### config.mk
export PLATFORM = sky130hd
export DESIGN_NAME = bounded_doubly_linked_list_engine_top
export DESIGN_NICKNAME = d
export VERILOG_FILES = /design/src/hdl/bdll_pkg.sv /design/src/hdl/bdll_datapath.sv /design/src/hdl/bdll_controller.sv /design/src/hdl/bounded_doubly_linked_list_engine_top.sv
export VERILOG_INCLUDE_DIRS = /design/src /design/src/hdl
export SDC_FILE = /design/constraint.sdc
export NUM_CORES = 1
export LEC_CHECK = 0
export BUFFER_PORTS_ARGS = -buffer_cell sky130_fd_sc_hd__buf_2
export CAP_MARGIN = 15
export CELL_PAD_IN_SITES_DETAIL_PLACEMENT = 2
export CELL_PAD_IN_SITES_GLOBAL_PLACEMENT = 2
export CORE_MARGIN = 5
export CORE_UTILIZATION = 33
export CTS_CLUSTER_DIAMETER = 50
export CTS_CLUSTER_SIZE = 16
export DETAILED_ROUTE_END_ITERATION = 10
export HOLD_SLACK_MARGIN = 0.08
export PLACE_DENSITY_LB_ADDON = 0.15
export SETUP_SLACK_MARGIN = 0.2
export SYNTH_ARGS = -nofsm -noshare
export SYNTH_HDL_FRONTEND = slang
export SYNTH_SLANG_ARGS = --single-unit
export TNS_END_PERCENT = 20
### constraint.sdc
create_clock -name clk -period 20.1 [get_ports clk]
set_input_delay 4.02 -clock clk [delete_from_list [all_inputs] [get_ports clk]]
set_output_delay 4.02 -clock clk [all_outputs]
set_load 0.03 [all_outputs]
### src/hdl/bounded_doubly_linked_list_engine_top_assert.svh
// Assertion macros for the linked list engine.
`ifndef BOUNDED_DOUBLY_LINKED_LIST_ENGINE_TOP_ASSERT_SVH
`define BOUNDED_DOUBLY_LINKED_LIST_ENGINE_TOP_ASSERT_SVH
`ifndef SYNTHESIS
`define BDLL_ASSERT(label, clk, rst_n, prop, msg) \
	label: assert property (@(posedge clk) disable iff (!rst_n) prop) else $error(msg);
`define BDLL_ASSERT_NEXT(label, clk, rst_n, pre, post, msg) \
	label: assert property (@(posedge clk) disable iff (!rst_n) pre |=> post) else $error(msg);
`else
`define BDLL_ASSERT(label, clk, rst_n, prop, msg)
`define BDLL_ASSERT_NEXT(label, clk, rst_n, pre, post, msg)
`endif
`endif

### src/hdl/bdll_pkg.sv
// ----------------------------------------------------------------------------
// bdll_pkg
// Opcodes, status codes and the controller to datapath command and status.
// ----------------------------------------------------------------------------
package bdll_pkg;
	localparam logic [3:0] OP_PREPEND   = 4'd0;
	localparam logic [3:0] OP_APPEND    = 4'd1;
	localparam logic [3:0] OP_SEARCH    = 4'd2;
	localparam logic [3:0] OP_UPDATE    = 4'd3;
	localparam logic [3:0] OP_DEL_FIRST = 4'd4;
	localparam logic [3:0] OP_DEL_LAST  = 4'd5;
	localparam logic [3:0] OP_DEL_VALUE = 4'd6;
	localparam logic [3:0] OP_DUMP_FWD  = 4'd7;
	localparam logic [3:0] OP_DUMP_BACK = 4'd8;

	localparam logic [1:0] ST_OK        = 2'd0;
	localparam logic [1:0] ST_NOT_FOUND = 2'd1;
	localparam logic [1:0] ST_EMPTY     = 2'd2;
	localparam logic [1:0] ST_FULL      = 2'd3;

	typedef enum logic [2:0] {
		CMD_NONE,
		CMD_LOAD,
		CMD_INSERT,
		CMD_STEP,
		CMD_UPDATE,
		CMD_UNLINK
	} cmd_op_t;

	typedef struct packed {
		cmd_op_t op;
		logic    back;
	} cmd_t;

	typedef struct packed {
		logic        full;
		logic        empty;
		logic        cur_ok;
		logic        nxt_ok;
		logic        match;
		logic        steps_done;
		logic [31:0] cur_value;
	} stat_t;
endpackage

### src/hdl/bdll_datapath.sv
// ----------------------------------------------------------------------------
// bdll_datapath
// Node, link and free-slot stores with the walking pointer and a step count.
// ----------------------------------------------------------------------------
module bdll_datapath #(
	parameter int CAPACITY = 16
) (
	input  logic                clk,
	input  logic                arst_n,
	input  bdll_pkg::cmd_t      cmd,
	input  logic signed [31:0]  value,
	input  logic signed [31:0]  new_value,
	output bdll_pkg::stat_t     stat
);
	import bdll_pkg::*;

	localparam int SW = $clog2(CAPACITY + 1);
	localparam int IW = (CAPACITY > 1) ? $clog2(CAPACITY) : 1;
	localparam logic [SW-1:0] NIL = SW'(CAPACITY);

	logic [31:0]   node_value [CAPACITY];
	logic [SW-1:0] next_link [CAPACITY];
	logic [SW-1:0] prev_link [CAPACITY];
	logic [CAPACITY-1:0] free_q;
	logic [SW-1:0] head_q, tail_q, cur_q, steps_q;
	logic [SW-1:0] free_slot, cur_nxt, cur_prv, cur_fwd;
	logic          cur_ok, p_ok, n_ok;

	always_comb begin
		free_slot = NIL;
		for (int i = CAPACITY - 1; i >= 0; i--) begin
			if (free_q[i]) begin
				free_slot = SW'(i);
			end
		end
	end

	assign cur_ok  = cur_q < NIL;
	assign cur_nxt = cur_ok ? next_link[cur_q[IW-1:0]] : NIL;
	assign cur_prv = cur_ok ? prev_link[cur_q[IW-1:0]] : NIL;
	assign cur_fwd = cmd.back ? cur_prv : cur_nxt;
	assign p_ok    = cur_prv < NIL;
	assign n_ok    = cur_nxt < NIL;

	assign stat.full       = !(free_slot < NIL);
	assign stat.empty      = !(head_q < NIL);
	assign stat.cur_ok     = cur_ok;
	assign stat.nxt_ok     = cur_fwd < NIL;
	assign stat.cur_value  = cur_ok ? node_value[cur_q[IW-1:0]] : 32'd0;
	assign stat.match      = cur_ok && (node_value[cur_q[IW-1:0]] == value);
	assign stat.steps_done = (steps_q + SW'(1)) >= NIL;

	always_ff @(posedge clk) begin
		case (cmd.op)
			CMD_INSERT: begin
				if (!stat.full) begin
					node_value[free_slot[IW-1:0]] <= value;
					if (!cmd.back) begin
						prev_link[free_slot[IW-1:0]] <= NIL;
						next_link[free_slot[IW-1:0]] <= head_q;
						if (head_q < NIL) begin
							prev_link[head_q[IW-1:0]] <= free_slot;
						end
					end else begin
						next_link[free_slot[IW-1:0]] <= NIL;
						prev_link[free_slot[IW-1:0]] <= tail_q;
						if (tail_q < NIL) begin
							next_link[tail_q[IW-1:0]] <= free_slot;
						end
					end
				end
			end
			CMD_UPDATE: begin
				if (cur_ok) begin
					node_value[cur_q[IW-1:0]] <= new_value;
				end
			end
			CMD_UNLINK: begin
				if (p_ok) begin
					next_link[cur_prv[IW-1:0]] <= cur_nxt;
				end
				if (n_ok) begin
					prev_link[cur_nxt[IW-1:0]] <= cur_prv;
				end
			end
			default: begin
			end
		endcase
	end

	always_ff @(posedge clk or negedge arst_n) begin
		if (!arst_n) begin
			free_q  <= '1;
			head_q  <= NIL;
			tail_q  <= NIL;
			cur_q   <= NIL;
			steps_q <= '0;
		end else begin
			case (cmd.op)
				CMD_LOAD: begin
					cur_q   <= cmd.back ? tail_q : head_q;
					steps_q <= '0;
				end
				CMD_STEP: begin
					cur_q   <= cur_fwd;
					steps_q <= steps_q + SW'(1);
				end
				CMD_INSERT: begin
					if (!stat.full) begin
						free_q[free_slot[IW-1:0]] <= 1'b0;
						if (!cmd.back) begin
							head_q <= free_slot;
							if (!(head_q < NIL)) begin
								tail_q <= free_slot;
							end
						end else begin
							tail_q <= free_slot;
							if (!(tail_q < NIL)) begin
								head_q <= free_slot;
							end
						end
					end
				end
				CMD_UNLINK: begin
					if (cur_ok) begin
						free_q[cur_q[IW-1:0]] <= 1'b1;
						if (!p_ok) begin
							head_q <= cur_nxt;
						end
						if (!n_ok) begin
							tail_q <= cur_prv;
						end
					end
				end
				default: begin
				end
			endcase
		end
	end
endmodule

### src/hdl/bdll_controller.sv
// ----------------------------------------------------------------------------
// bdll_controller
// Sequences each request and drives the result register.
// ----------------------------------------------------------------------------
`include "bounded_doubly_linked_list_engine_top_assert.svh"
module bdll_controller (
	input  logic               clk,
	input  logic               arst_n,
	input  logic               valid,
	output logic               ready,
	input  logic [3:0]         opcode,
	output bdll_pkg::cmd_t     cmd,
	input  bdll_pkg::stat_t    stat,
	output logic               out_valid,
	input  logic               out_ready,
	output logic [1:0]         status,
	output logic signed [31:0] data,
	output logic               last
);
	import bdll_pkg::*;

	typedef enum logic [2:0] {S_IDLE, S_DISPATCH, S_FIND, S_DUMP, S_OUT} state_t;
	state_t      state_q;
	logic [3:0]  op_q;
	logic        out_free;

	assign ready    = (state_q == S_IDLE);
	assign out_free = !out_valid || out_ready;

	always_comb begin
		cmd.op   = CMD_NONE;
		cmd.back = (op_q == OP_APPEND) || (op_q == OP_DUMP_BACK) || (op_q == OP_DEL_LAST);
		case (state_q)
			S_IDLE: begin
				if (valid) begin
					cmd.op   = CMD_LOAD;
					cmd.back = (opcode == OP_DUMP_BACK) || (opcode == OP_DEL_LAST);
				end
			end
			S_DISPATCH: begin
				if (out_free && ((op_q == OP_PREPEND) || (op_q == OP_APPEND))) begin
					cmd.op = CMD_INSERT;
				end else if (out_free && !stat.empty &&
						((op_q == OP_DEL_FIRST) || (op_q == OP_DEL_LAST))) begin
					cmd.op = CMD_UNLINK;
				end
			end
			S_FIND: begin
				if (out_free) begin
					if (stat.match) begin
						cmd.op = (op_q == OP_UPDATE) ? CMD_UPDATE :
							(op_q == OP_DEL_VALUE) ? CMD_UNLINK : CMD_NONE;
					end else if (stat.cur_ok && !stat.steps_done) begin
						cmd.op = CMD_STEP;
					end
				end
			end
			S_DUMP: begin
				if (out_free && !stat.steps_done) begin
					cmd.op = CMD_STEP;
				end
			end
			default: begin
			end
		endcase
	end

	always_ff @(posedge clk or negedge arst_n) begin
		if (!arst_n) begin
			state_q   <= S_IDLE;
			op_q      <= '0;
			out_valid <= 1'b0;
			status    <= ST_OK;
			data      <= '0;
			last      <= 1'b0;
		end else begin
			if (out_valid && out_ready) begin
				out_valid <= 1'b0;
			end
			case (state_q)
				S_IDLE: begin
					if (valid) begin
						op_q    <= opcode;
						state_q <= S_DISPATCH;
					end
				end
				S_DISPATCH: begin
					if (out_free) begin
						data <= '0;
						last <= 1'b1;
						state_q <= S_IDLE;
						case (op_q)
							OP_PREPEND, OP_APPEND: begin
								status    <= stat.full ? ST_FULL : ST_OK;
								out_valid <= 1'b1;
							end
							OP_SEARCH, OP_UPDATE: begin
								state_q <= S_FIND;
							end
							OP_DEL_FIRST, OP_DEL_LAST: begin
								status    <= stat.empty ? ST_EMPTY : ST_OK;
								out_valid <= 1'b1;
							end
							OP_DEL_VALUE: begin
								if (stat.empty) begin
									status    <= ST_EMPTY;
									out_valid <= 1'b1;
								end else begin
									state_q <= S_FIND;
								end
							end
							OP_DUMP_FWD, OP_DUMP_BACK: begin
								if (stat.empty) begin
									status    <= ST_EMPTY;
									out_valid <= 1'b1;
								end else begin
									state_q <= S_DUMP;
								end
							end
							default: begin
								status    <= ST_OK;
								out_valid <= 1'b1;
							end
						endcase
					end
				end
				S_FIND: begin
					if (out_free) begin
						if (stat.match) begin
							status    <= ST_OK;
							data      <= '0;
							last      <= 1'b1;
							out_valid <= 1'b1;
							state_q   <= S_IDLE;
						end else if (!stat.cur_ok || stat.steps_done) begin
							status    <= ST_NOT_FOUND;
							data      <= '0;
							last      <= 1'b1;
							out_valid <= 1'b1;
							state_q   <= S_IDLE;
						end
					end
				end
				S_DUMP: begin
					if (out_free) begin
						status    <= ST_OK;
						data      <= stat.cur_value;
						last      <= !stat.nxt_ok || stat.steps_done;
						out_valid <= 1'b1;
						if (!stat.nxt_ok || stat.steps_done) begin
							state_q <= S_IDLE;
						end
					end
				end
				default: begin
					state_q <= S_IDLE;
				end
			endcase
		end
	end

	`BDLL_ASSERT(a_ready_idle, clk, arst_n, ready |-> (state_q == S_IDLE), "ready outside idle")
	`BDLL_ASSERT_NEXT(a_accept_leaves, clk, arst_n, valid && ready, (state_q == S_DISPATCH), "accept did not dispatch")
	`BDLL_ASSERT(a_dump_ok, clk, arst_n, (out_valid && !last) |-> (status == ST_OK), "partial dump result not ok")
	`BDLL_ASSERT_NEXT(a_hold, clk, arst_n, out_valid && !out_ready, out_valid && $stable(data) && $stable(last), "result dropped while stalled")
endmodule

### src/hdl/bounded_doubly_linked_list_engine_top.sv
// ----------------------------------------------------------------------------
// bounded_doubly_linked_list_engine_top
// Doubly linked list of signed 32-bit values in CAPACITY slots.
// ----------------------------------------------------------------------------
// Requests enter on valid/ready with opcode, value and new_value; results leave
// on out_valid/out_ready with status, data and last. One request is handled at
// a time: ready is high only while the engine is idle.
// Inserts, deletes by position and unused opcodes give their result from the
// dispatch state. Search, update and delete by value walk the links one node
// per cycle while the result register is free, and examine at most CAPACITY
// nodes. A dump issues one result per node, one per cycle while the receiver
// takes the results, and the last result carries last set.
// Reset empties the list and clears the result register; no clearing pass runs.
// A stalled receiver holds the result register and pauses the walk in place
// until the result is taken.
// ----------------------------------------------------------------------------
module bounded_doubly_linked_list_engine_top #(
	parameter int CAPACITY = 16
) (
	input  logic               clk,
	input  logic               arst_n,
	input  logic               valid,
	output logic               ready,
	input  logic [3:0]         opcode,
	input  logic signed [31:0] value,
	input  logic signed [31:0] new_value,
	output logic               out_valid,
	input  logic               out_ready,
	output logic [1:0]         status,
	output logic signed [31:0] data,
	output logic               last
);
	import bdll_pkg::*;

	cmd_t        cmd;
	stat_t       stat;
	logic signed [31:0] value_q, new_value_q;

	always_ff @(posedge clk) begin
		if (valid && ready) begin
			value_q     <= value;
			new_value_q <= new_value;
		end
	end

	bdll_controller u_ctrl (
		.clk, .arst_n, .valid, .ready, .opcode, .cmd, .stat,
		.out_valid, .out_ready, .status, .data, .last
	);

	bdll_datapath #(.CAPACITY(CAPACITY)) u_dp (
		.clk, .arst_n, .cmd, .value(value_q), .new_value(new_value_q), .stat
	);
endmodule
After elaboration in Yosys (flattened, before gate mapping)
Memories as Yosys holds them, arrays and structs flattened.
Cells that the tools add are included.
{ "word_totals": {"register_bits": 143, "latchBits": 0, "mem_bits_rw": 672, "rom_bits": 0, "out_inout_bits": 37, "word_cells": 245, "n_memories": 3} }
{ "classes": {"addsub": 1, "n_mul": 0, "div_mod_pow": 0, "order_cmp": 12, "eq_ne": 33, "shift": 0, "n_mux": 136, "bitwise": 5, "n_reduce_logical": 42} }
{ "memory_table": {"columns": ["memory", "depth", "word_bits", "rd", "rd_clocked_by_memory_dff", "write_ports", "line", "source"], "rows": [
  ["u_dp.node_value", 16, 32, 1, 0, 1, "bdll_datapath.sv:21", "logic [31:0] node_value [CAPACITY];"],
  ["u_dp.next_link", 16, 5, 1, 0, 2, "bdll_datapath.sv:22", "logic [SW-1:0] next_link [CAPACITY];"],
  ["u_dp.prev_link", 16, 5, 1, 0, 2, "bdll_datapath.sv:23", "logic [SW-1:0] prev_link [CAPACITY];"]
]} }
{ "ops": {"columns": ["op", "count"], "rows": [
  ["two-way mux 32 bit", 7],
  ["two-way mux 5 bit", 34],
  ["case mux 32 bit (3 select lines)", 1],
  ["two-way mux 1 bit", 48],
  ["case mux 5 bit (2 select lines)", 4],
  ["two-way mux 3 bit", 13],
  ["less-than comparator 5 bit (second input constant)", 7],
  ["== test 32 bit", 1],
  ["two-way mux 16 bit", 2],
  ["case mux 16 bit (2 select lines)", 1],
  ["OR reduction 32 bit", 1],
  ["two-way mux 2 bit", 13],
  ["case mux 3 bit (4 select lines)", 2],
  ["== test 4 x 3 -> 1 bit (second input constant)", 5],
  ["bitwise AND 16 bit", 1],
  ["NOT 16 bit", 1],
  ["OR 16 bit", 1],
  ["AND reduction 5 bit", 3],
  ["== test 3 x 2 -> 1 bit (second input constant)", 4],
  ["two-way mux 4 bit", 3],
  ["inequality test 2 x 1 -> 1 bit (second input constant)", 6],
  ["logical AND 1 bit", 10],
  ["less-than comparator 4 x 5 -> 1 bit (second input constant)", 2],
  ["OR reduction 5 bit", 2],
  ["30 further kinds", 57]
]} }

Depth between registers and ports, before layout
{ "depth": {"ltp_word": 24, "ltp_mapped": 20, "ltp_nobuf": 11} }

Hierarchy
Synthesis repeated with hierarchy kept, for this count alone.
{ "hier_totals": {"cells_unflattened": 2196, "area_unflattened_um2": 35101.2} }
{ "modules_own_cells": {"columns": ["module", "instances", "cells_each", "area_per_inst_um2", "seq_area_each_um2"], "rows": [
  ["bdll_datapath", 1, 1982, 31352.6, 21104.0],
  ["bounded_doubly_linked_list_engine_top", 1, 65, 1928.1, 1921.8],
  ["bdll_controller", 1, 149, 1820.5, 1051.0]
]} }

Least setup slack after synthesis
No wires, ideal clock.
{ "synth_timing": {"path_type": "input-to-reg", "startpoint": "input port valid", "endpoint": "memory u_dp.next_link[11][0] (netlist bit) (enable)", "setup_time_ps": 374, "arrival_time_ps": 7547, "setup_slack_ps": 12179, "path_stages": 9, "path_cell_list": "nand2_1 -> clkinv_1 -> nor3_1 -> a21oi_1 -> nand2b_1 -> or2_2 -> nor3b_1 -> nand3_1 -> o21ai_0"} }
{ "synth_lines": {"columns": ["element", "line", "source"], "rows": [
  ["start, declared", "bounded_doubly_linked_list_engine_top.sv:22", "input logic valid,"],
  ["end, declared", "bdll_datapath.sv:22", null]
]} }

Worst setup path after layout
{ "layout_timing": {"startpoint": "register u_dp.cur_q[0]", "endpoint": "memory u_dp.node_value[8][9] (enable)"} }
{ "layout_via": {"elab_chain_len": 11, "elab_cells_between_ends": 19, "classes_between": "1 x order compare; 3 x eq/ne; 11 x mux; 3 x reduce/logical; 1 x memory"} }
{ "layout_rtl": {"columns": ["element", "line", "source"], "rows": [
  ["start, declared", "bdll_datapath.sv:25", "logic [SW-1:0] head_q, tail_q, cur_q, steps_q;"],
  ["start signal, assigned", "bdll_datapath.sv:101", "cur_q <= cmd.back ? tail_q : head_q;"],
  ["start signal, assigned", "bdll_datapath.sv:105", "cur_q <= cur_fwd;"],
  ["memory read (16 x 32 bit) or less-than comparator 5 bit (tied branches)", null, null],
  ["== test 32 bit or logical AND 1 bit (tied branches)", "bdll_datapath.sv:50, bdll_controller.sv:53", null],
  ["logical AND 1 bit or two-way mux 2 bit (tied branches)", "bdll_datapath.sv:50, bdll_controller.sv:53", null],
  ["two-way mux 3 bit", "bdll_controller.sv:50", "if (stat.match) begin"],
  ["two-way mux 3 bit", "bdll_controller.sv:49", "if (out_free) begin"],
  ["case mux 3 bit (4 select lines)", "bdll_controller.sv:33", "case (state_q)"],
  ["== test 3 bit", "bdll_datapath.sv:54", "case (cmd.op)"],
  ["two-way mux 1 bit", "bdll_datapath.sv:54", null],
  ["two-way mux 1 bit (implied by the code)", "bdll_datapath.sv:75", "node_value[cur_q[IW-1:0]] <= new_value;"],
  ["OR reduction 32 bit (no source line)", null, null],
  ["two-way mux 4 bit (no source line) or two-way mux 1 bit (tied branches)", null, null],
  ["end, declared", "bdll_datapath.sv:21", null]
]} }
Several ways; a longest one is shown, not always the timed one.

==> PnR_summary.wiki <==
{| class="wikitable"
! Metric !! Value
|-
| CP arrival || between 8 and 9 ns
|-
| Internal power || approximately 4.0 mW
|-
| Commonest non-fill, non-tap cell in the layout || edfxtp_1
|-
| Result of the run || finished clean
|-
| Seq/Total Area, Yosys || between 60% and 70%
|-
| Number of search-and-repair iterations in the first detailed-routing pass || 5
|-
| Routability congestion estimate || 0.788
|-
| Comb pwr share || 38.1%
|-
| Number of global-route vias before repair || approximately 24000
|-
| Final-report setup violation count || 0
|-
| Port Buffer Count || between 100 and 150
|-
| Peak supply drop || between 100 and 150 uV
|-
| Starting density of the core || roughly a third
|-
| 1st-iter DRT viols || roughly 1700
|-
| Global routing met3 resource utilization || between 3 and 4%
|-
| Area of the placeable core || between 0.1 and 0.15 mm^2
|-
| TritonCTS clock tree || done
|-
| Remaining global-route overflow || 0
|-
| Switching pwr || roughly 2.9 mW
|-
| Worst-case clock skew || 0.0449 ns
|-
| Transition at the pin with the smallest max-transition slack || 1.27 ns
|-
| Die boundary height || between 300 and 400 um
|-
| Post-cts sizing count || 0
|-
| Synthesized instance count || about 2300
|-
| P_leak || ~14 nW
|-
| Full die area || 0.114 mm^2
|-
| Maximum number of pins on one net before global-route repair || approximately 110
|-
| Global router's overall resource usage || 21.5%
|-
| Power density over cell area || about 160 mW/mm^2
|-
| Fin. Hold Viols || 0
|-
| Final critical-path share of the clock period || 41.6%
|-
| Max-cap viol count || 0
|-
| Synthesized area per cell || about 15 um^2
|-
| Via count of the routed design || about 22000
|-
| Main area contributors after synthesis || edfxtp_1, mux4_2, dfrtp_1
|-
| Post-synthesis instance area || approximately 0.035 mm^2
|-
| Top cell type's share of synthesized area || a little over three fifths
|-
| Total of warnings raised by yosys || 0
|-
| Final non-filler cell area || 0.0416 mm^2
|-
| Area added between synthesis and finish || 17.6%
|-
| Crit end category || flip-flop
|-
| Unrepaired setup endpoints after global routing || no
|-
| Clock period minus final worst setup slack || between 8 and 9 ns
|-
| Clk network pwr share || about 30%
|-
| Startpoint class of the critical path || flip-flop
|-
| Sink count of the clock tree || around 800
|-
| Post-CTS clock slew at the launch and capture registers of the worst setup and hold paths || 0.06 ns
|-
| Placed wire-length estimate || between 80 and 90 mm
|-
| Max-slew violation count || 0
|-
| Clk Tree Root Cell || clkbuf_16
|-
| FFs w/ async S/R, synth || about a tenth
|-
| Number of fill cells || 10500
|-
| Sequential fraction of design power || roughly a third
|-
| Most crowded layer after global routing || met2
|-
| Critical path type || flip-flop to flip-flop
|-
| Net Sw Frac || around two fifths
|-
| Count of state elements after synthesis || about 810
|-
| Hold/Removal Path Class || flip-flop to flip-flop
|-
| Initial antenna violation count || 6
|-
| Post-Route Setup TNS || 0 ns
|-
| Number of placed I/O pins || roughly 110
|-
| Count of nets after finishing || around 2500
|-
| Synthesized netlist net count || between 2000 and 2500
|-
| Total wire length || between 100 and 150 mm
|-
| Crit path required time || a little over 20 ns
|-
| Clock insertion delay at the later pin of the skew report || roughly 0.70 ns
|-
| Hold bufs inserted after CTS || 0
|-
| Hold WS || around 0.48 ns
|-
| Routed vias/inst || about 5.6
|-
| Worst max-slew margin expressed relative to the limit || approximately 15%
|-
| Drt drc || 0
|-
| Post-synth EDFFs || roughly 740
|-
| Met1 capacity usage during global routing || 27.8%
|-
| Number of H-tree branching levels || 3
|-
| Met2 Use GR || 37.5%
|-
| Horizontal extent of the die || about 340 um
|-
| Row cnt || 120
|-
| Maximum fanout count along the critical path || ~110
|-
| Antenna-violating nets left || 0
|-
| Number of library cell types mapped by synthesis || 90
|-
| Max Root-Sink Buffers || 3
|-
| Main flop type after synthesis || edfxtp_1
|-
| Number of setup buffers added after CTS || 0
|-
| Final core utilization || about two fifths
|-
| Placed inst area || between 0.03 and 0.04 mm^2
|-
| Share of cells above drive strength 1 || between 20% and 30%
|-
| Number of buffers inserted during clock tree synthesis || 110
|-
| Wirelength per Cell || ~31 um
|-
| Commonest cells after routing, fill and taps aside || edfxtp_1, o21ai_0, nand2_1, mux4_2, clkbuf_16
|-
| Global-route wire length before repair || between 150 and 200 mm
|-
| Highest clock rate || 0.120 GHz
|-
| Biggest area consumer among synthesized cells || edfxtp_1
|}
## cell usage after synthesis (13+ instances only)
| library cell | instances |
|---|---|
| edfxtp_1 | 736 |
| o21ai_0 | 225 |
| nand2_1 | 174 |
| mux4_2 | 125 |
| mux2_2 | 96 |
| mux2i_1 | 92 |
| clkbuf_1 | 86 |
| nor2_1 | 73 |
| a21oi_1 | 64 |
| dfrtp_1 | 59 |
| o22ai_1 | 43 |
| nor3_1 | 36 |
| nand3_1 | 34 |
| a22oi_1 | 28 |
| inv_1 | 26 |
| buf_2 | 21 |
| dfstp_2 | 19 |
| nor2b_1 | 18 |
| o31ai_1 | 17 |
| a31oi_1 | 16 |
| o211ai_1 | 16 |
| xnor2_1 | 15 |
| and2_1 | 14 |
| a211oi_1 | 13 |
## stage by stage
step / total power [mW] / worst slack, ns / instances
finish: 6.85 / 11.74 / 3935
global route: 7.14 / 11.15 / 3934
CTS: 6.92 / 11.47 / 3930
detailed placement: 4.88 / 11.54 / 3721
global placement: 4.83 / 11.58 / 3720
floorplan: 3.76 / 12.18 / 2286
## kinds of logic after synthesis
logic type | share of synthesized area, %
AO/OA/AOI/OAI | 9.42
AND/OR/NAND/NOR | 5.72
flip-flops | 68.0
XOR/XNOR | 0.594
buffers and inverters | 2.40
adder cells (fa/ha/maj) | 0.0353
multiplexers | 13.8
## layout make-up
cell class,count,area [um^2],area share (%)
antenna,1,2.50,0.00601
sequential,814,24100,57.9
clock buffer,116,2840,6.82
tap,1403,1760,4.22
timing repair buffer,176,1080,2.60
multi-input combinational,1302,10700,25.8
inverter,30,115,0.276
clock inverter,93,1010,2.42
## path summary, 6_finish.rpt
kind / slack, ns / from / end / depth (start not counted)
max: 11.74 / u_dp.cur_q[0]$_DFFE_PN0P_ / u_dp.node_value[8][9]$_DFFE_PP_ / 14
min: 0.48 / u_ctrl.data[13]$_DFFE_PN0P_ / u_ctrl.data[13]$_DFFE_PN0P_ / 2
max reg2reg: 11.74 / u_dp.cur_q[0]$_DFFE_PN0P_ / u_dp.node_value[8][9]$_DFFE_PP_ / 14
min reg2reg: 0.48 / u_ctrl.data[13]$_DFFE_PN0P_ / u_ctrl.data[13]$_DFFE_PN0P_ / 2
max in group asynchronous: 15.49 / arst_n / u_dp.cur_q[1]$_DFFE_PN0P_ / 2
min in group asynchronous: 3.24 / arst_n / u_ctrl.data[1]$_DFFE_PN0P_ / 1
## flip-flops by register name, indices dropped and copies added, names as in the netlist
name              cells
u_ctrl.op_q           4
u_dp.head_q           5
u_dp.tail_q           5
u_ctrl.out_valid      1
u_dp.steps_q          5
u_dp.prev_link       80
u_dp.cur_q            5
u_dp.node_value     512
u_ctrl.state_q        2
new_value_q          32
u_ctrl.data          32
u_dp.next_link       80
u_ctrl.status         2
u_dp.free_q          16
value_q              32
u_ctrl.last           1
## power by group through the flow
| stage | clock [mW] | combinational (mW) | sequential [mW] |
|---|---|---|---|
| final | 2.02 | 2.61 | 2.22 |
| after detailed placement | 0 | 2.63 | 2.26 |
| after global placement | 0 | 2.58 | 2.25 |
| after CTS | 2.06 | 2.64 | 2.22 |
| after floorplan | 0 | 1.61 | 2.15 |
| after global routing | 2.15 | 2.76 | 2.23 |
## routing by layer
layer | up-vias | wire length (um)
li1 | 9457 | -
met3 | 199 | 5110
met2 | 575 | 62100
met5 | - | 34
met1 | 11900 | 52300
met4 | 6 | 3700
## worst max-delay path, cell delays in order (launching register included)
cell and delay (ns):
dfrtp_4 0.97, buf_12 0.54, buf_12 0.67, mux4_2 0.59, mux2i_1 0.20, nor2_1 0.06
a211o_1 0.29, a2111o_1 0.50, or4_1 0.73, nor3_2 0.56, nor4b_4 0.31, buf_4 0.74
nand2_1 0.45, a21oi_4 0.80, buf_4 0.43
Note: power is estimated with default switching activity, not from simulation.
